<file path="src/rtl/msmc_pkg.sv">
// -----------------------------------------------------------------------------
// msmc_pkg
// Types and constants of the soil moisture median calibrator.
// -----------------------------------------------------------------------------
package msmc_pkg;

  localparam int ADC_W     = 12;
  localparam int MOIST_W   = 10;
  localparam int S_TDATA_W = 16;
  localparam int M_TDATA_W = 24;
  localparam int CFG_IDX_W = 1;

  // Divider operand widths: |(median - dry) * 1000| < 2**22, |wet - dry| < 2**12
  localparam int NUM_W = 22;
  localparam int DEN_W = 12;

  localparam logic [MOIST_W-1:0] MOIST_MAX = 10'd1000;
  localparam logic [ADC_W-1:0]   DRY_RESET = 12'd3200;
  localparam logic [ADC_W-1:0]   WET_RESET = 12'd1400;

  localparam logic [CFG_IDX_W-1:0] REG_DRY = 1'd0;
  localparam logic [CFG_IDX_W-1:0] REG_WET = 1'd1;

  typedef enum logic [3:0] {
    ST_COLLECT,
    ST_LOAD_CAND,
    ST_LATCH_CAND,
    ST_SWEEP,
    ST_CHECK,
    ST_SCALE,
    ST_DIV_START,
    ST_DIV_WAIT,
    ST_FINISH
  } state_t;

  typedef struct packed {
    logic busy;
    logic done;
  } div_stat_t;

endpackage

</file>
<file path="src/rtl/msmc_sample_mem.sv">
// -----------------------------------------------------------------------------
// msmc_sample_mem
// Batch sample store: one write port, one read port, registered read data.
// -----------------------------------------------------------------------------
module msmc_sample_mem #(
  parameter int DEPTH = 11
) (
  input  logic                           clk,
  input  logic                           we,
  input  logic [$clog2(DEPTH)-1:0]       waddr,
  input  logic [msmc_pkg::ADC_W-1:0]     wdata,
  input  logic [$clog2(DEPTH)-1:0]       raddr,
  output logic [msmc_pkg::ADC_W-1:0]     rdata
);

  logic [msmc_pkg::ADC_W-1:0] mem [DEPTH];

  always_ff @(posedge clk) begin
    if (we) begin
      mem[waddr] <= wdata;
    end
  end

  always_ff @(posedge clk) begin
    rdata <= mem[raddr];
  end

endmodule

</file>
<file path="src/rtl/msmc_div.sv">
// -----------------------------------------------------------------------------
// msmc_div
// Unsigned restoring divider, one quotient bit per cycle.
// -----------------------------------------------------------------------------
module msmc_div (
  input  logic                          clk,
  input  logic                          rst,
  input  logic                          start,
  input  logic [msmc_pkg::NUM_W-1:0]    num,
  input  logic [msmc_pkg::DEN_W-1:0]    den,
  output msmc_pkg::div_stat_t           stat,
  output logic [msmc_pkg::NUM_W-1:0]    quot
);

  localparam int NW = msmc_pkg::NUM_W;
  localparam int DW = msmc_pkg::DEN_W;
  localparam int CW = $clog2(NW + 1);

  logic          busy;
  logic          done;
  logic [CW-1:0] cnt;
  logic [DW-1:0] rem;
  logic [DW-1:0] den_r;
  logic [NW-1:0] qsh;

  logic [DW:0]   shifted;
  logic [DW:0]   trial;
  logic          ge;
  logic [DW-1:0] rem_next;

  always_comb begin
    shifted  = {rem, qsh[NW-1]};
    trial    = shifted - {1'b0, den_r};
    ge       = (shifted >= {1'b0, den_r});
    rem_next = ge ? trial[DW-1:0] : shifted[DW-1:0];
  end

  always_ff @(posedge clk) begin
    if (rst) begin
      busy <= 1'b0;
      done <= 1'b0;
      cnt  <= '0;
    end else begin
      done <= 1'b0;
      if (start) begin
        busy <= 1'b1;
        cnt  <= CW'(NW);
      end else if (busy) begin
        cnt <= cnt - CW'(1);
        if (cnt == CW'(1)) begin
          busy <= 1'b0;
          done <= 1'b1;
        end
      end
    end
  end

  always_ff @(posedge clk) begin
    if (start) begin
      rem   <= '0;
      den_r <= den;
      qsh   <= num;
    end else if (busy) begin
      rem <= rem_next;
      qsh <= {qsh[NW-2:0], ge};
    end
  end

  assign stat.busy = busy;
  assign stat.done = done;
  assign quot      = qsh;

endmodule

</file>
<file path="src/rtl/median_soil_moisture_calibrator.sv">
// -----------------------------------------------------------------------------
// median_soil_moisture_calibrator
// Batch median of soil converter samples with linear dry/wet calibration.
// -----------------------------------------------------------------------------
// Samples are taken one per cycle while the block collects, written into an
// on-chip store. After SAMPLE_COUNT samples the input stalls while the median
// is found by rank counting over the store: each candidate costs one sweep
// through the single read port. Scaling, the bit-serial divider (skipped when
// the span is zero, the signs differ or the numerator is zero) and the hand-off
// to the output register follow, and the input is ready again in the same
// cycle that the batch's result becomes valid, so no sample of the next batch
// is taken before that hand-off.
// One result item leaves per batch through an output register; a held result
// blocks the hand-off of the next batch's result, and the input stays stalled
// until that hand-off.
module median_soil_moisture_calibrator #(
  parameter int SAMPLE_COUNT = 11
) (
  input  logic                              clk,
  input  logic                              rst,
  // s_tdata: [11:0] adc_sample
  input  logic                              s_tvalid,
  output logic                              s_tready,
  input  logic [msmc_pkg::S_TDATA_W-1:0]    s_tdata,
  // m_tdata: [11:0] median_raw, [21:12] moisture_tenths, [22] calib_error
  output logic                              m_tvalid,
  input  logic                              m_tready,
  output logic [msmc_pkg::M_TDATA_W-1:0]    m_tdata,
  input  logic                              cfg_we,
  input  logic [msmc_pkg::CFG_IDX_W-1:0]    cfg_addr,
  input  logic [msmc_pkg::ADC_W-1:0]        cfg_data
);

  localparam int IW   = $clog2(SAMPLE_COUNT);
  localparam int CW   = $clog2(SAMPLE_COUNT + 1);
  localparam int MID  = SAMPLE_COUNT / 2;
  localparam int LAST = SAMPLE_COUNT - 1;
  localparam int AW   = msmc_pkg::ADC_W;
  localparam int MW   = msmc_pkg::MOIST_W;
  localparam int NW   = msmc_pkg::NUM_W;
  localparam int DW   = msmc_pkg::DEN_W;

  msmc_pkg::state_t state, state_next;

  logic [AW-1:0]        dry_reading;
  logic [AW-1:0]        wet_reading;
  logic [IW-1:0]        fill_count;
  logic [IW-1:0]        cand_idx;
  logic [IW-1:0]        cmp_idx;
  logic [AW-1:0]        cand;
  logic [CW-1:0]        cnt_lt;
  logic [CW-1:0]        cnt_le;
  logic [AW-1:0]        median;
  logic signed [NW:0]   num;
  logic signed [DW:0]   den;
  logic [MW-1:0]        res_moist;
  logic                 res_err;
  logic                 out_valid;
  logic [AW-1:0]        out_median;
  logic [MW-1:0]        out_moist;
  logic                 out_err;

  logic                 mem_we;
  logic [IW-1:0]        mem_raddr;
  logic [AW-1:0]        mem_rdata;
  logic                 found;
  logic                 out_free;
  logic signed [DW:0]   diff;
  logic signed [NW:0]   diff_ext;
  logic                 neg;
  logic                 skip_div;
  logic [NW:0]          num_abs;
  logic [DW:0]          den_abs;
  logic                 div_start;
  msmc_pkg::div_stat_t  div_stat;
  logic [NW-1:0]        div_quot;

  msmc_sample_mem #(
    .DEPTH (SAMPLE_COUNT)
  ) u_mem (
    .clk   (clk),
    .we    (mem_we),
    .waddr (fill_count),
    .wdata (s_tdata[AW-1:0]),
    .raddr (mem_raddr),
    .rdata (mem_rdata)
  );

  msmc_div u_div (
    .clk   (clk),
    .rst   (rst),
    .start (div_start),
    .num   (num_abs[NW-1:0]),
    .den   (den_abs[DW-1:0]),
    .stat  (div_stat),
    .quot  (div_quot)
  );

  // Candidate is the median when at most MID samples lie below it and more
  // than MID lie at or below it.
  assign found    = (cnt_lt <= CW'(MID)) && (cnt_le > CW'(MID));
  assign out_free = !out_valid || m_tready;

  always_comb begin
    diff     = $signed({1'b0, median}) - $signed({1'b0, dry_reading});
    diff_ext = (NW + 1)'(diff);
    neg      = num[NW] ^ den[DW];
    num_abs  = num[NW] ? (NW + 1)'(-num) : (NW + 1)'(num);
    den_abs  = den[DW] ? (DW + 1)'(-den) : (DW + 1)'(den);
    skip_div = (den == '0) || neg || (num == '0);
  end

  always_comb begin
    state_next = state;
    case (state)
      msmc_pkg::ST_COLLECT: begin
        if (s_tvalid && (fill_count == IW'(LAST))) begin
          state_next = msmc_pkg::ST_LOAD_CAND;
        end
      end
      msmc_pkg::ST_LOAD_CAND:  state_next = msmc_pkg::ST_LATCH_CAND;
      msmc_pkg::ST_LATCH_CAND: state_next = msmc_pkg::ST_SWEEP;
      msmc_pkg::ST_SWEEP: begin
        if (cmp_idx == IW'(LAST)) begin
          state_next = msmc_pkg::ST_CHECK;
        end
      end
      msmc_pkg::ST_CHECK: begin
        state_next = found ? msmc_pkg::ST_SCALE : msmc_pkg::ST_LOAD_CAND;
      end
      msmc_pkg::ST_SCALE: state_next = msmc_pkg::ST_DIV_START;
      msmc_pkg::ST_DIV_START: begin
        state_next = skip_div ? msmc_pkg::ST_FINISH : msmc_pkg::ST_DIV_WAIT;
      end
      msmc_pkg::ST_DIV_WAIT: begin
        if (div_stat.done) begin
          state_next = msmc_pkg::ST_FINISH;
        end
      end
      msmc_pkg::ST_FINISH: begin
        if (out_free) begin
          state_next = msmc_pkg::ST_COLLECT;
        end
      end
      default: state_next = msmc_pkg::ST_COLLECT;
    endcase
  end

  always_comb begin
    s_tready  = (state == msmc_pkg::ST_COLLECT);
    mem_we    = (state == msmc_pkg::ST_COLLECT) && s_tvalid;
    div_start = (state == msmc_pkg::ST_DIV_START) && !skip_div;
    case (state)
      msmc_pkg::ST_LOAD_CAND: mem_raddr = cand_idx;
      msmc_pkg::ST_SWEEP: begin
        // prefetch the next entry; past the end, park the address at zero
        mem_raddr = (cmp_idx == IW'(LAST)) ? '0 : cmp_idx + IW'(1);
      end
      default: mem_raddr = '0;
    endcase
  end

  always_ff @(posedge clk) begin
    if (rst) begin
      state       <= msmc_pkg::ST_COLLECT;
      fill_count  <= '0;
      dry_reading <= msmc_pkg::DRY_RESET;
      wet_reading <= msmc_pkg::WET_RESET;
      out_valid   <= 1'b0;
    end else begin
      state <= state_next;
      if (cfg_we) begin
        case (cfg_addr)
          msmc_pkg::REG_DRY: dry_reading <= cfg_data;
          msmc_pkg::REG_WET: wet_reading <= cfg_data;
          default: ;
        endcase
      end
      if (mem_we) begin
        fill_count <= (fill_count == IW'(LAST)) ? '0 : fill_count + IW'(1);
      end
      if (state == msmc_pkg::ST_FINISH && out_free) begin
        out_valid <= 1'b1;
      end else if (m_tready) begin
        out_valid <= 1'b0;
      end
    end
  end

  always_ff @(posedge clk) begin
    case (state)
      msmc_pkg::ST_COLLECT: cand_idx <= '0;
      msmc_pkg::ST_LATCH_CAND: begin
        cand    <= mem_rdata;
        cmp_idx <= '0;
        cnt_lt  <= '0;
        cnt_le  <= '0;
      end
      msmc_pkg::ST_SWEEP: begin
        cmp_idx <= cmp_idx + IW'(1);
        cnt_lt  <= cnt_lt + CW'(mem_rdata < cand);
        cnt_le  <= cnt_le + CW'(mem_rdata <= cand);
      end
      msmc_pkg::ST_CHECK: begin
        if (found) begin
          median <= cand;
        end else begin
          cand_idx <= cand_idx + IW'(1);
        end
      end
      msmc_pkg::ST_SCALE: begin
        num <= diff_ext * 23'sd1000;
        den <= $signed({1'b0, wet_reading}) - $signed({1'b0, dry_reading});
      end
      msmc_pkg::ST_DIV_START: begin
        res_moist <= '0;
        res_err   <= (den == '0);
      end
      msmc_pkg::ST_DIV_WAIT: begin
        if (div_stat.done) begin
          res_moist <= (div_quot > NW'(msmc_pkg::MOIST_MAX))
                       ? msmc_pkg::MOIST_MAX : div_quot[MW-1:0];
        end
      end
      msmc_pkg::ST_FINISH: begin
        if (out_free) begin
          out_median <= median;
          out_moist  <= res_moist;
          out_err    <= res_err;
        end
      end
      default: ;
    endcase
  end

  assign m_tvalid = out_valid;
  assign m_tdata  = {1'b0, out_err, out_moist, out_median};

endmodule

</file>
<file path="config.mk">
export PLATFORM = sky130hd
export DESIGN_NAME = median_soil_moisture_calibrator
export DESIGN_NICKNAME = d
export VERILOG_FILES = /design/src/rtl/msmc_pkg.sv /design/src/rtl/msmc_sample_mem.sv /design/src/rtl/msmc_div.sv /design/src/rtl/median_soil_moisture_calibrator.sv
export SDC_FILE = /design/constraint.sdc
export NUM_CORES = 1
export LEC_CHECK = 0
export BUFFER_PORTS_ARGS = -buffer_cell sky130_fd_sc_hd__buf_4
export CORE_MARGIN = 4
export CORE_UTILIZATION = 64
export CTS_CLUSTER_SIZE = 14
export DETAILED_ROUTE_END_ITERATION = 8
export GPL_ROUTABILITY_DRIVEN = 0
export PLACE_DENSITY = 0.82
export SYNTH_ARGS = -nofsm -noshare
export SYNTH_HDL_FRONTEND = slang
export SYNTH_HIERARCHICAL = 1
export SYNTH_SLANG_ARGS = --single-unit
</file>
<file path="constraint.sdc">
create_clock -name clk -period 12.7 [get_ports clk]
set_input_delay 2.54 -clock clk [delete_from_list [all_inputs] [get_ports clk]]
set_output_delay 2.54 -clock clk [all_outputs]
set_load 0.005 [all_outputs]
</file>
==> results of run 1 <==
-- worst reg2reg max path: stages, from the launching register on --
cell      delay [ns]
dfxtp_1         0.45
inv_1           0.11
ha_1            0.30
nor2b_1         0.15
o31a_2          0.33
o31ai_1         0.34
o211ai_1        0.18
xor2_1          0.66
xnor2_1         0.32
xor2_1          0.22
fa_1            0.51
inv_1           0.05
fa_1            0.53
inv_1           0.05
fa_1            0.52
inv_1           0.04
ha_1            0.35
and3_1          0.20
a211oi_1        0.41
a21oi_1         0.20
a41oi_1         0.24
o31ai_1         0.11
-- metal layers --
layer	share of wire (%)	wire (um)	vias up	track usage [%]
met5	0	0	-	0
met4	3.5	1150	0	8.05
met3	3.9	1280	77	3.46
met2	51	17100	217	39.3
met1	41	13700	5325	26.4
li1	-	-	5402	-
-- final timing paths --
check / endpoint / slack (ns) / cells after the start
min: out_moist[6] / 0.42 / 0
max: num[22] / 6.13 / 21
max reg2reg: num[22] / 6.13 / 21
min reg2reg: out_moist[6] / 0.42 / 0
-- power breakdown --
group          switching, mW  internal [mW]  leakage (nW)
Sequential            0.0284           1.30          2.98
Combinational          0.622          0.494          4.00
Clock                  0.402          0.625         0.578
-- area by class of cell --
class,instances,area (sq um)
repair buffers,66,495
inverters,161,604
well taps,372,465
clock inverters,17,169
clock buffers,48,1020
fillers,1814,7430
flip-flops and latches,337,9480
multi-input cells,944,7520
-- stage by stage --
stage | total power, mW | instances | util [%]
after floorplan | 2.25 | 1484 | -
after global routing | 3.72 | 1945 | 72.7
after CTS | 3.50 | 1945 | 72.7
after global placement | 2.42 | 1880 | 68.3
after detailed placement | 2.47 | 1880 | 68.3
final | 3.48 | 1945 | 72.7
-- sequential cells by signal (all words and copies together) (netlist names), 4 cells and up --
name         count
u_div/den_r     12
u_mem/mem      132
dry_reading     12
fill_count       4
u_div/cnt        5
num             20
u_mem/rdata     12
res_moist       10
den             13
u_div/rem       12
cmp_idx          4
cand_idx         4
cnt_lt           4
u_div/quot      22
wet_reading     12
cand            12
out_moist       10
state            4
out_median      12
cnt_le           4
median          12
-- layout by cell type, fill, tap and decap left out, drive strengths merged, types with 5 or more instances in the layout --
cell type and count:
edfxtp 273, inv 161, nand2 106, ha 105, nor2 94, buf 66
xnor2 65, dfxtp 64, mux2 60, a21oi 60, clkbuf 48, fa 42
o21ai 40, nand2b 34, mux2i 29, xor2 25, nor2b 23, nand3 20
nor3 19, o31ai 19, o21a 18, o211ai 16, a211oi 15, o22ai 14
a21o 13, clkinv 13, and2 12, a22o 12, nand3b 11, nor4 7
or3 6, o41ai 6, a21boi 5, a211o 5, and3 5, or2 5
conb 5
==> results.py, run 1 <==
metrics = {
    "power": {
        "power_leakage_nw": 7.56,
        "power.ir.vdd_worst_v": 0.000159,
        "power_density_nw_per_um2": 176,
    },
    "finish": {
        "n_antenna_cell": 0,
        "post_route_cells_drive_above_1_share_pct": 13.1,
        "final_area_sq_um": 19800,
        "finish.net_count": 1727,
        "area_overhead_vs_synth_pct": 10.8,
    },
    "floorplanning": {
        "die_w_um": 175,
        "core_sq_um": 27200,
        "placement_rows": 60,
        "ios": 60,
        "floorplan.initialDensity_pct": 65.6,
        "fp.dieH_um": 175,
        "floorplan.die_area_sq_um": 30600,
    },
    "detailed_routing": {
        "routed_wl_um": 33200,
        "drt_first_iter_violations": 780,
        "routed_wire_length_per_instance_um": 17.1,
        "drt_pass1_iterations": 5,
        "num_vias": 11021,
        "vias_per_cell": 5.67,
        "postRouteAntennaNets": 0,
        "drc": 0,
    },
    "setup_path": {
        "arrival_ns": 6.80,
        "critPathMaxFanout": 8,
        "rr_startpoint": "dry_reading[1]",
        "endpoint_type_of_the_worst_setup_path": "flop",
        "worst_ep_required_time_ns": 12.94,
        "critPathKind": "flop to flop",
        "crit_path_top_delay_cell": "xor2_1",
        "cp-startpoint": "dry_reading[1]",
        "critical-path-top-delay-family": "adder cells",
        "path_common_cell": "inv_1",
        "cpPeakStageDelay_ns": 0.66,
        "path_cells": "inv_1, ha_1, nor2b_1, o31a_2, o31ai_1, o211ai_1, xor2_1, xnor2_1, xor2_1, fa_1, inv_1, fa_1, inv_1, fa_1, inv_1, ha_1, and3_1, a211oi_1, a21oi_1, a41oi_1, o31ai_1",
        "critPathLaunchType": "flop",
        "critical_path_buf_inv_count": 4,
    },
    "sta": {
        "max_clock_freq_mhz": 152,
        "final.hold.worst_slack_ns": 0.418,
        "timing.slew.headroom_pct": 22.7,
        "finClkSkew_ns": 0.0245,
        "final_min_period_over_clock_period_pct": 51.7,
        "fin_crit_ns": 6.57,
        "slew_viol_final": 0,
        "final.setup.tns_ns": 0,
        "final_hold_viol_count": 0,
        "setup_viol_count_final": 0,
        "timing_worst_slew_pin_value_ns": 1.16,
        "setup_slack_ns": 6.13,
        "rsz0062_at_grt": "false",
    },
    "job": {
        "max_cap_viol_count": 0,
    },
    "clocking": {
        "clock_path_buffers": 3,
        "cts_num_sinks": 337,
        "cts_tree": "done",
        "cts_hold_buf": 0,
        "cts.htree.levels": 2,
        "cts_root_buf": "clkbuf_16",
        "tritoncts_buffer_count": 36,
        "postCtsResizedCells": 0,
        "post-cts-setup-buffer-count": 0,
        "worst_skew_pair.late_latency_ns": 0.52,
        "clkTransAtPathRegs_ns": 0.06,
    },
    "global_route": {
        "grt_first_pass_wirelength_um": 54700,
        "track_usage_pct": 21.7,
        "grt_pass1_vias": 11156,
        "grt_antenna_before_repair": 0,
        "largest_net_degree_at_the_start_of_global_routing": 61,
        "gr-total-overflow": 0,
    },
    "synthesis": {
        "netlist_instances": 1480,
        "synth_area_sq_um": 17800,
        "average_cell_area_after_synthesis_sq_um": 12.0,
        "synth_warnings": 6,
    },
    "placement": {
        "place_worst_setup_slack_ns": 6.20,
        "detailed_place.area_sq_um": 18600,
        "hpwl_after_detailed_placement_um": 24000,
        "port_buffers": 54,
    },
    "min_path": {
        "hold_path.startpoint": "res_moist[6]",
        "holdCritPathClass": "flop to flop",
    },
    "outcome": {
        "status": "finished, final reports clean",
    },
}
Power figures use the tool's default switching activity.
==> run 2: changes to the inputs <==
--- a/config.mk
+++ b/config.mk
@@ -7,11 +7,11 @@
 export LEC_CHECK = 0
 export BUFFER_PORTS_ARGS = -buffer_cell sky130_fd_sc_hd__buf_4
 export CORE_MARGIN = 4
-export CORE_UTILIZATION = 64
+export CORE_UTILIZATION = 63
 export CTS_CLUSTER_SIZE = 14
 export DETAILED_ROUTE_END_ITERATION = 8
 export GPL_ROUTABILITY_DRIVEN = 0
-export PLACE_DENSITY = 0.82
+export PLACE_DENSITY = 0.81
 export SYNTH_ARGS = -nofsm -noshare
 export SYNTH_HDL_FRONTEND = slang
 export SYNTH_HIERARCHICAL = 1
==> constraint.sdc (replaced) <==
create_clock -name clk -period 6.76 [get_ports clk]
set_input_delay 1.352 -clock clk [delete_from_list [all_inputs] [get_ports clk]]
set_output_delay 1.352 -clock clk [all_outputs]
set_load 0.005 [all_outputs]
==> run 2 against run 1 <==
  * Via count increased by 0.36%
  * Critical endpoint unchanged
  * Highest routed layer unchanged
  * Non-clock buffer count increased by 6
  * Core utilization down 1.7 points
  * Largest cell class unchanged
  * Global-route usage hardly changed
==> results.py, run 2 (synthesized netlist as in run 1, its figures left out) <==
metrics = {
    "finish": {
        "largest_register_ff_count": 132,
        "post_route_cells_drive_above_1_share_pct": 13.5,
        "max_flop_register": "u_mem/mem",
        "area_overhead_vs_synth_pct": 10.9,
        "layout.cells.non_filler": 1956,
        "finish.net_count": 1733,
        "layout_commonest_cell": "edfxtp_1",
        "most-common-layout-cells": "edfxtp_1, inv_1, nand2_1",
        "n_antenna_cell": 0,
        "n_fill_cell": 1897,
    },
    "global_route": {
        "gr-total-overflow": 0,
        "track_usage_pct": 21.8,
        "met1_usage_pct": 27.3,
        "grt_first_pass_wirelength_um": 55400,
        "use_met2_pct": 39.2,
        "grt_pass1_vias": 11350,
        "grt_antenna_before_repair": 0,
        "busiest_layer": "met2",
        "largest_net_degree_at_the_start_of_global_routing": 61,
        "globalRouteMet3Util_pct": 3.21,
    },
    "clocking": {
        "cts_num_sinks": 337,
        "cts_tree": "done",
        "post-cts-setup-buffer-count": 0,
        "tritoncts_buffer_count": 36,
        "cts.htree.levels": 2,
        "worst_skew_pair.late_latency_ns": 0.52,
        "postCtsResizedCells": 0,
        "cts_hold_buf": 0,
        "clock_path_buffers": 3,
        "cts_root_buf": "clkbuf_16",
        "clkTransAtPathRegs_ns": 0.06,
    },
    "floorplanning": {
        "ios": 60,
        "floorplan.initialDensity_pct": 64.0,
        "core_sq_um": 27900,
        "fp.dieH_um": 176,
        "placement_rows": 61,
        "die_w_um": 176,
        "floorplan.die_area_sq_um": 31100,
    },
    "sta": {
        "rsz0062_at_grt": "false",
        "timing_worst_slew_pin_value_ns": 1.24,
        "final_hold_viol_count": 0,
        "timing.slew.headroom_pct": 16.7,
        "final.hold.worst_slack_ns": 0.418,
        "final_min_period_over_clock_period_pct": 92.8,
        "fin_crit_ns": 6.28,
        "final.setup.tns_ns": 0,
        "finClkSkew_ns": 0.0136,
        "setup_viol_count_final": 0,
        "setup_slack_ns": 0.484,
        "slew_viol_final": 0,
        "max_clock_freq_mhz": 159,
    },
    "power": {
        "netSwitchingPower_mw": 1.99,
        "power.share.switching_pct": 30.7,
        "power_mw": 6.49,
        "power_density_nw_per_um2": 329,
        "power.ir.vdd_worst_v": 0.000299,
        "clock_group_share_of_total_power_pct": 29.2,
        "power_leakage_nw": 7.57,
        "power_report.internal_total_mw": 4.50,
        "combinational_fraction_of_design_power_pct": 32.3,
        "seq_power_share_pct": 38.6,
    },
    "setup_path": {
        "worst_r2r_path_depth": 22,
        "critPathKind": "flop to flop",
        "reg2reg_to": "num[22]",
        "critPathLaunchType": "flop",
        "arrival_ns": 6.52,
        "endpoint_type_of_the_worst_setup_path": "flop",
        "rr_startpoint": "dry_reading[1]",
        "worst_ep_required_time_ns": 7.01,
        "critPathMaxFanout": 7,
        "minimum_setup_slack_among_reg_to_reg_paths_ns": 0.48,
    },
    "min_path": {
        "hold_path.startpoint": "res_moist[8]",
        "min_path_cells": 0,
        "holdCritPathClass": "flop to flop",
        "holdPathEnd": "out_moist[8]",
    },
    "detailed_routing": {
        "num_vias": 11061,
        "drc": 0,
        "drt_pass1_iterations": 5,
        "routed_wire_length_per_instance_um": 17.0,
        "drt_first_iter_violations": 742,
        "postRouteAntennaNets": 0,
        "vias_per_cell": 5.65,
        "routed_wl_um": 33300,
    },
    "placement": {
        "place_worst_setup_slack_ns": 0.568,
        "hpwl_after_detailed_placement_um": 24000,
        "port_buffers": 54,
        "dp_cells": 1892,
    },
    "outcome": {
        "status": "finished, final reports clean",
    },
    "job": {
        "max_cap_viol_count": 0,
    },
}
## run 2: cell count changes in the layout (fill, tap and decap cells not counted)
| cell | before | now |
|---|---|---|
| clkinv_1 | 7 | 4 |
| buf_4 | 66 | 72 |
| o21ai_2 | 2 | 1 |
| clkinvlp_4 | 1 | 3 |
| o21ai_1 | 1 | 2 |
| inv_4 | 0 | 1 |
| clkbuf_8 | 3 | 5 |
| clkinv_4 | 1 | 0 |
| bufinv_16 | 3 | 1 |
## run 2: critical path, stage by stage (launching register included)
cell,delay (ns)
dfxtp_1,0.44
inv_1,0.11
ha_1,0.29
nor2b_1,0.14
o31a_2,0.32
o31a_1,0.28
o21a_1,0.17
nor2_1,0.12
xnor2_1,0.36
ha_1,0.40
xnor2_1,0.16
fa_1,0.48
inv_1,0.05
fa_1,0.52
inv_1,0.05
fa_1,0.53
inv_1,0.04
ha_1,0.34
and3_1,0.16
a211oi_1,0.44
a21oi_1,0.23
a41oi_1,0.25
o31ai_1,0.10
## run 2: worst max path at each step
stage               cells after the start            from  slack (ns)  endpoint
floorplan                              21  dry_reading[1]        0.98   num[22]
global placement                       22  dry_reading[1]        0.65   num[22]
detailed placement                     22       median[0]        0.57   num[22]
CTS                                    22  dry_reading[1]        0.54   num[22]
global route                           21  dry_reading[1]        0.15   num[22]
finish                                 22  dry_reading[1]        0.48   num[22]
## run 2: stage by stage
stage | area (sq um) | util (%)
floorplan | 17800 | -
global placement | 18600 | 66.8
detailed placement | 18600 | 66.8
CTS | 19800 | 71.0
global route | 19800 | 71.0
finish | 19800 | 71.0
## run 2: area by class of cell
cell class / instances / area (sq um) / share of cell area [%]
well taps: 378 / 473 / 2.39
multi-input cells: 944 / 7510 / 38.0
clock inverters: 14 / 110 / 0.557
clock buffers: 50 / 1050 / 5.29
flip-flops and latches: 337 / 9480 / 48.0
repair buffers: 72 / 541 / 2.73
inverters: 161 / 604 / 3.06
## run 2: per-layer routing
| metal | wire length (um) | part of all wire, % |
|---|---|---|
| met1 | 13900 | 42 |
| met4 | 809 | 2.4 |
| met5 | 0 | 0 |
| met2 | 17300 | 52 |
| met3 | 1280 | 3.8 |
## run 2: power by group through the flow
stage	registers [mW]	logic (mW)	clock network [mW]
finish	2.50	2.09	1.90
global route	2.52	2.43	2.02
CTS	2.50	2.11	1.93
detailed placement	2.55	2.09	0
global placement	2.54	2.01	0
floorplan	2.53	1.70	0
==> run 3: changes to the inputs <==
--- a/config.mk
+++ b/config.mk
@@ -6,12 +6,14 @@
 export NUM_CORES = 1
 export LEC_CHECK = 0
 export BUFFER_PORTS_ARGS = -buffer_cell sky130_fd_sc_hd__buf_4
+export CELL_PAD_IN_SITES_DETAIL_PLACEMENT = 1
+export CELL_PAD_IN_SITES_GLOBAL_PLACEMENT = 1
 export CORE_MARGIN = 4
-export CORE_UTILIZATION = 63
+export CORE_UTILIZATION = 52
 export CTS_CLUSTER_SIZE = 14
 export DETAILED_ROUTE_END_ITERATION = 8
 export GPL_ROUTABILITY_DRIVEN = 0
-export PLACE_DENSITY = 0.81
+export PLACE_DENSITY_LB_ADDON = 0.1
 export SYNTH_ARGS = -nofsm -noshare
 export SYNTH_HDL_FRONTEND = slang
 export SYNTH_HIERARCHICAL = 1
==> run 3 against run 2 <==
  * Register-to-register slack gained 0.08 ns
  * Combinational power up 4%
  * Worst hold slack got worse by 0.0083 ns
  * Clock power about the same
  * Fmax is 1.3% higher
==> results.py, run 3 (synthesized netlist as in run 1, its figures left out) <==
metrics = {
    "outcome": {
        "status": "finished, final reports clean",
    },
    "finish": {
        "n_antenna_cell": 0,
        "largest_register_ff_count": 132,
        "area_overhead_vs_synth_pct": 11.4,
        "final_area_sq_um": 19900,
        "final_core_utilization_pct": 59.0,
        "finish.net_count": 1735,
        "most-common-layout-cells": "edfxtp_1, inv_1, nand2_1",
        "max_flop_register": "u_mem/mem",
        "layout_commonest_cell": "edfxtp_1",
        "post_route_cells_drive_above_1_share_pct": 13.5,
        "layout.cells.non_filler": 2028,
    },
    "setup_path": {
        "critPathLaunchType": "flop",
        "timing.critical_path.to": "num[22]",
        "critPathMaxFanout": 6,
        "arrival_ns": 6.46,
        "endpoint_type_of_the_worst_setup_path": "flop",
        "critPathKind": "flop to flop",
        "reg2reg_to": "num[22]",
        "minimum_setup_slack_among_reg_to_reg_paths_ns": 0.57,
        "rr_startpoint": "median[0]",
        "worst_r2r_path_depth": 22,
        "worst_ep_required_time_ns": 7.03,
        "cp-startpoint": "median[0]",
    },
    "placement": {
        "port_buffers": 54,
        "dp_cells": 1962,
        "detailed_place.area_sq_um": 18700,
        "place_worst_setup_slack_ns": 0.524,
        "hpwl_after_detailed_placement_um": 28300,
    },
    "clocking": {
        "cts_hold_buf": 0,
        "worst_skew_pair.late_latency_ns": 0.53,
        "cts_num_sinks": 337,
        "clkTransAtPathRegs_ns": 0.06,
        "cts_root_buf": "clkbuf_16",
        "clock_path_buffers": 3,
        "postCtsResizedCells": 0,
        "tritoncts_buffer_count": 38,
        "post-cts-setup-buffer-count": 0,
        "cts_tree": "done",
        "cts.htree.levels": 2,
    },
    "sta": {
        "final_hold_viol_count": 0,
        "finClkSkew_ns": 0.0208,
        "max_clock_freq_mhz": 161,
        "timing_worst_slew_pin_value_ns": 1.26,
        "timing.slew.headroom_pct": 15.6,
        "fin_crit_ns": 6.19,
        "slew_viol_final": 0,
        "setup_slack_ns": 0.566,
        "rsz0062_at_grt": "false",
        "setup_viol_count_final": 0,
        "final.hold.worst_slack_ns": 0.410,
        "final.setup.tns_ns": 0,
        "final_min_period_over_clock_period_pct": 91.6,
    },
    "job": {
        "max_cap_viol_count": 0,
    },
    "detailed_routing": {
        "routed_wire_length_per_instance_um": 18.9,
        "postRouteAntennaNets": 0,
        "drt_first_iter_violations": 478,
        "drt_pass1_iterations": 4,
        "num_vias": 11107,
        "routed_wl_um": 38400,
        "vias_per_cell": 5.48,
        "drc": 0,
    },
    "global_route": {
        "largest_net_degree_at_the_start_of_global_routing": 61,
        "grt_antenna_before_repair": 0,
        "grt_first_pass_wirelength_um": 62600,
        "gr-total-overflow": 0,
        "track_usage_pct": 21.0,
        "grt_pass1_vias": 12113,
    },
    "floorplanning": {
        "floorplan.die_area_sq_um": 37300,
        "floorplan.initialDensity_pct": 52.9,
        "ios": 60,
        "core_sq_um": 33700,
        "placement_rows": 67,
        "die_w_um": 193,
        "fp.dieH_um": 193,
    },
    "power": {
        "power.ir.vdd_worst_v": 0.000248,
        "power_density_nw_per_um2": 333,
        "power_leakage_nw": 7.58,
        "power_mw": 6.61,
    },
    "min_path": {
        "holdCritPathClass": "flop to flop",
    },
}
[run 3: cell types whose count changed in the layout (fill, tap and decap cells not counted), sizes merged]
cell | previous run | this run
clkbuf | 50 | 48
clkinv | 9 | 15
bufinv | 1 | 2
clkinvlp | 3 | 0
[run 3: how the worst min path moves through the flow]
stage | startpoint | slack (ns) | to | depth (start not counted)
finish | res_moist[4] | 0.41 | out_moist[4] | 0
global route | res_moist[2] | 0.43 | out_moist[2] | 0
CTS | res_moist[4] | 0.41 | out_moist[4] | 0
detailed placement | res_moist[8] | 0.41 | out_moist[8] | 0
global placement | res_moist[7] | 0.40 | out_moist[7] | 0
floorplan | res_err | 0.40 | out_err | 0
[run 3: power by group]
| part | total [mW] | internal (mW) | switching, mW |
|---|---|---|---|
| sequential | 2.51 | 2.45 | 0.0573 |
| combinational | 2.18 | 0.965 | 1.21 |
| clock | 1.93 | 1.13 | 0.795 |
[run 3: worst max-delay path, cell delays in order, from the launching register on]
cell and delay, ns:
edfxtp_1 0.42, inv_1 0.07, ha_1 0.18, fa_1 0.26, nor2b_4 0.06, o31a_1 0.30
o221a_4 0.28, o41ai_4 0.33, xnor2_2 0.25, inv_1 0.19, fa_1 0.50, fa_1 0.49
inv_1 0.06, fa_1 0.54, inv_1 0.06, fa_1 0.52, inv_1 0.04, ha_1 0.24
or4_1 0.57, o21ai_0 0.16, a21oi_1 0.10, a41oi_1 0.24, o31ai_1 0.09
[run 3: layout make-up]
class                           count  area, sq um
Clock inverter                     18          141
Clock buffer                       48         1010
Sequential cell                   337         9480
Fill cell                        3452        13800
Timing Repair Buffer               72          541
Inverter                          161          604
Multi-Input combinational cell    944         7530
Tap cell                          448          561
[run 3: routing by layer]
metal | global-route usage [%] | wire (um) | part of all wire, % | vias up
li1 | - | - | - | 5412
met1 | 24.8 | 15900 | 41 | 5511
met2 | 40.2 | 20700 | 54 | 123
met3 | 2.83 | 934 | 2.4 | 61
met4 | 5.42 | 845 | 2.2 | 0
met5 | 0 | 0 | 0 | -
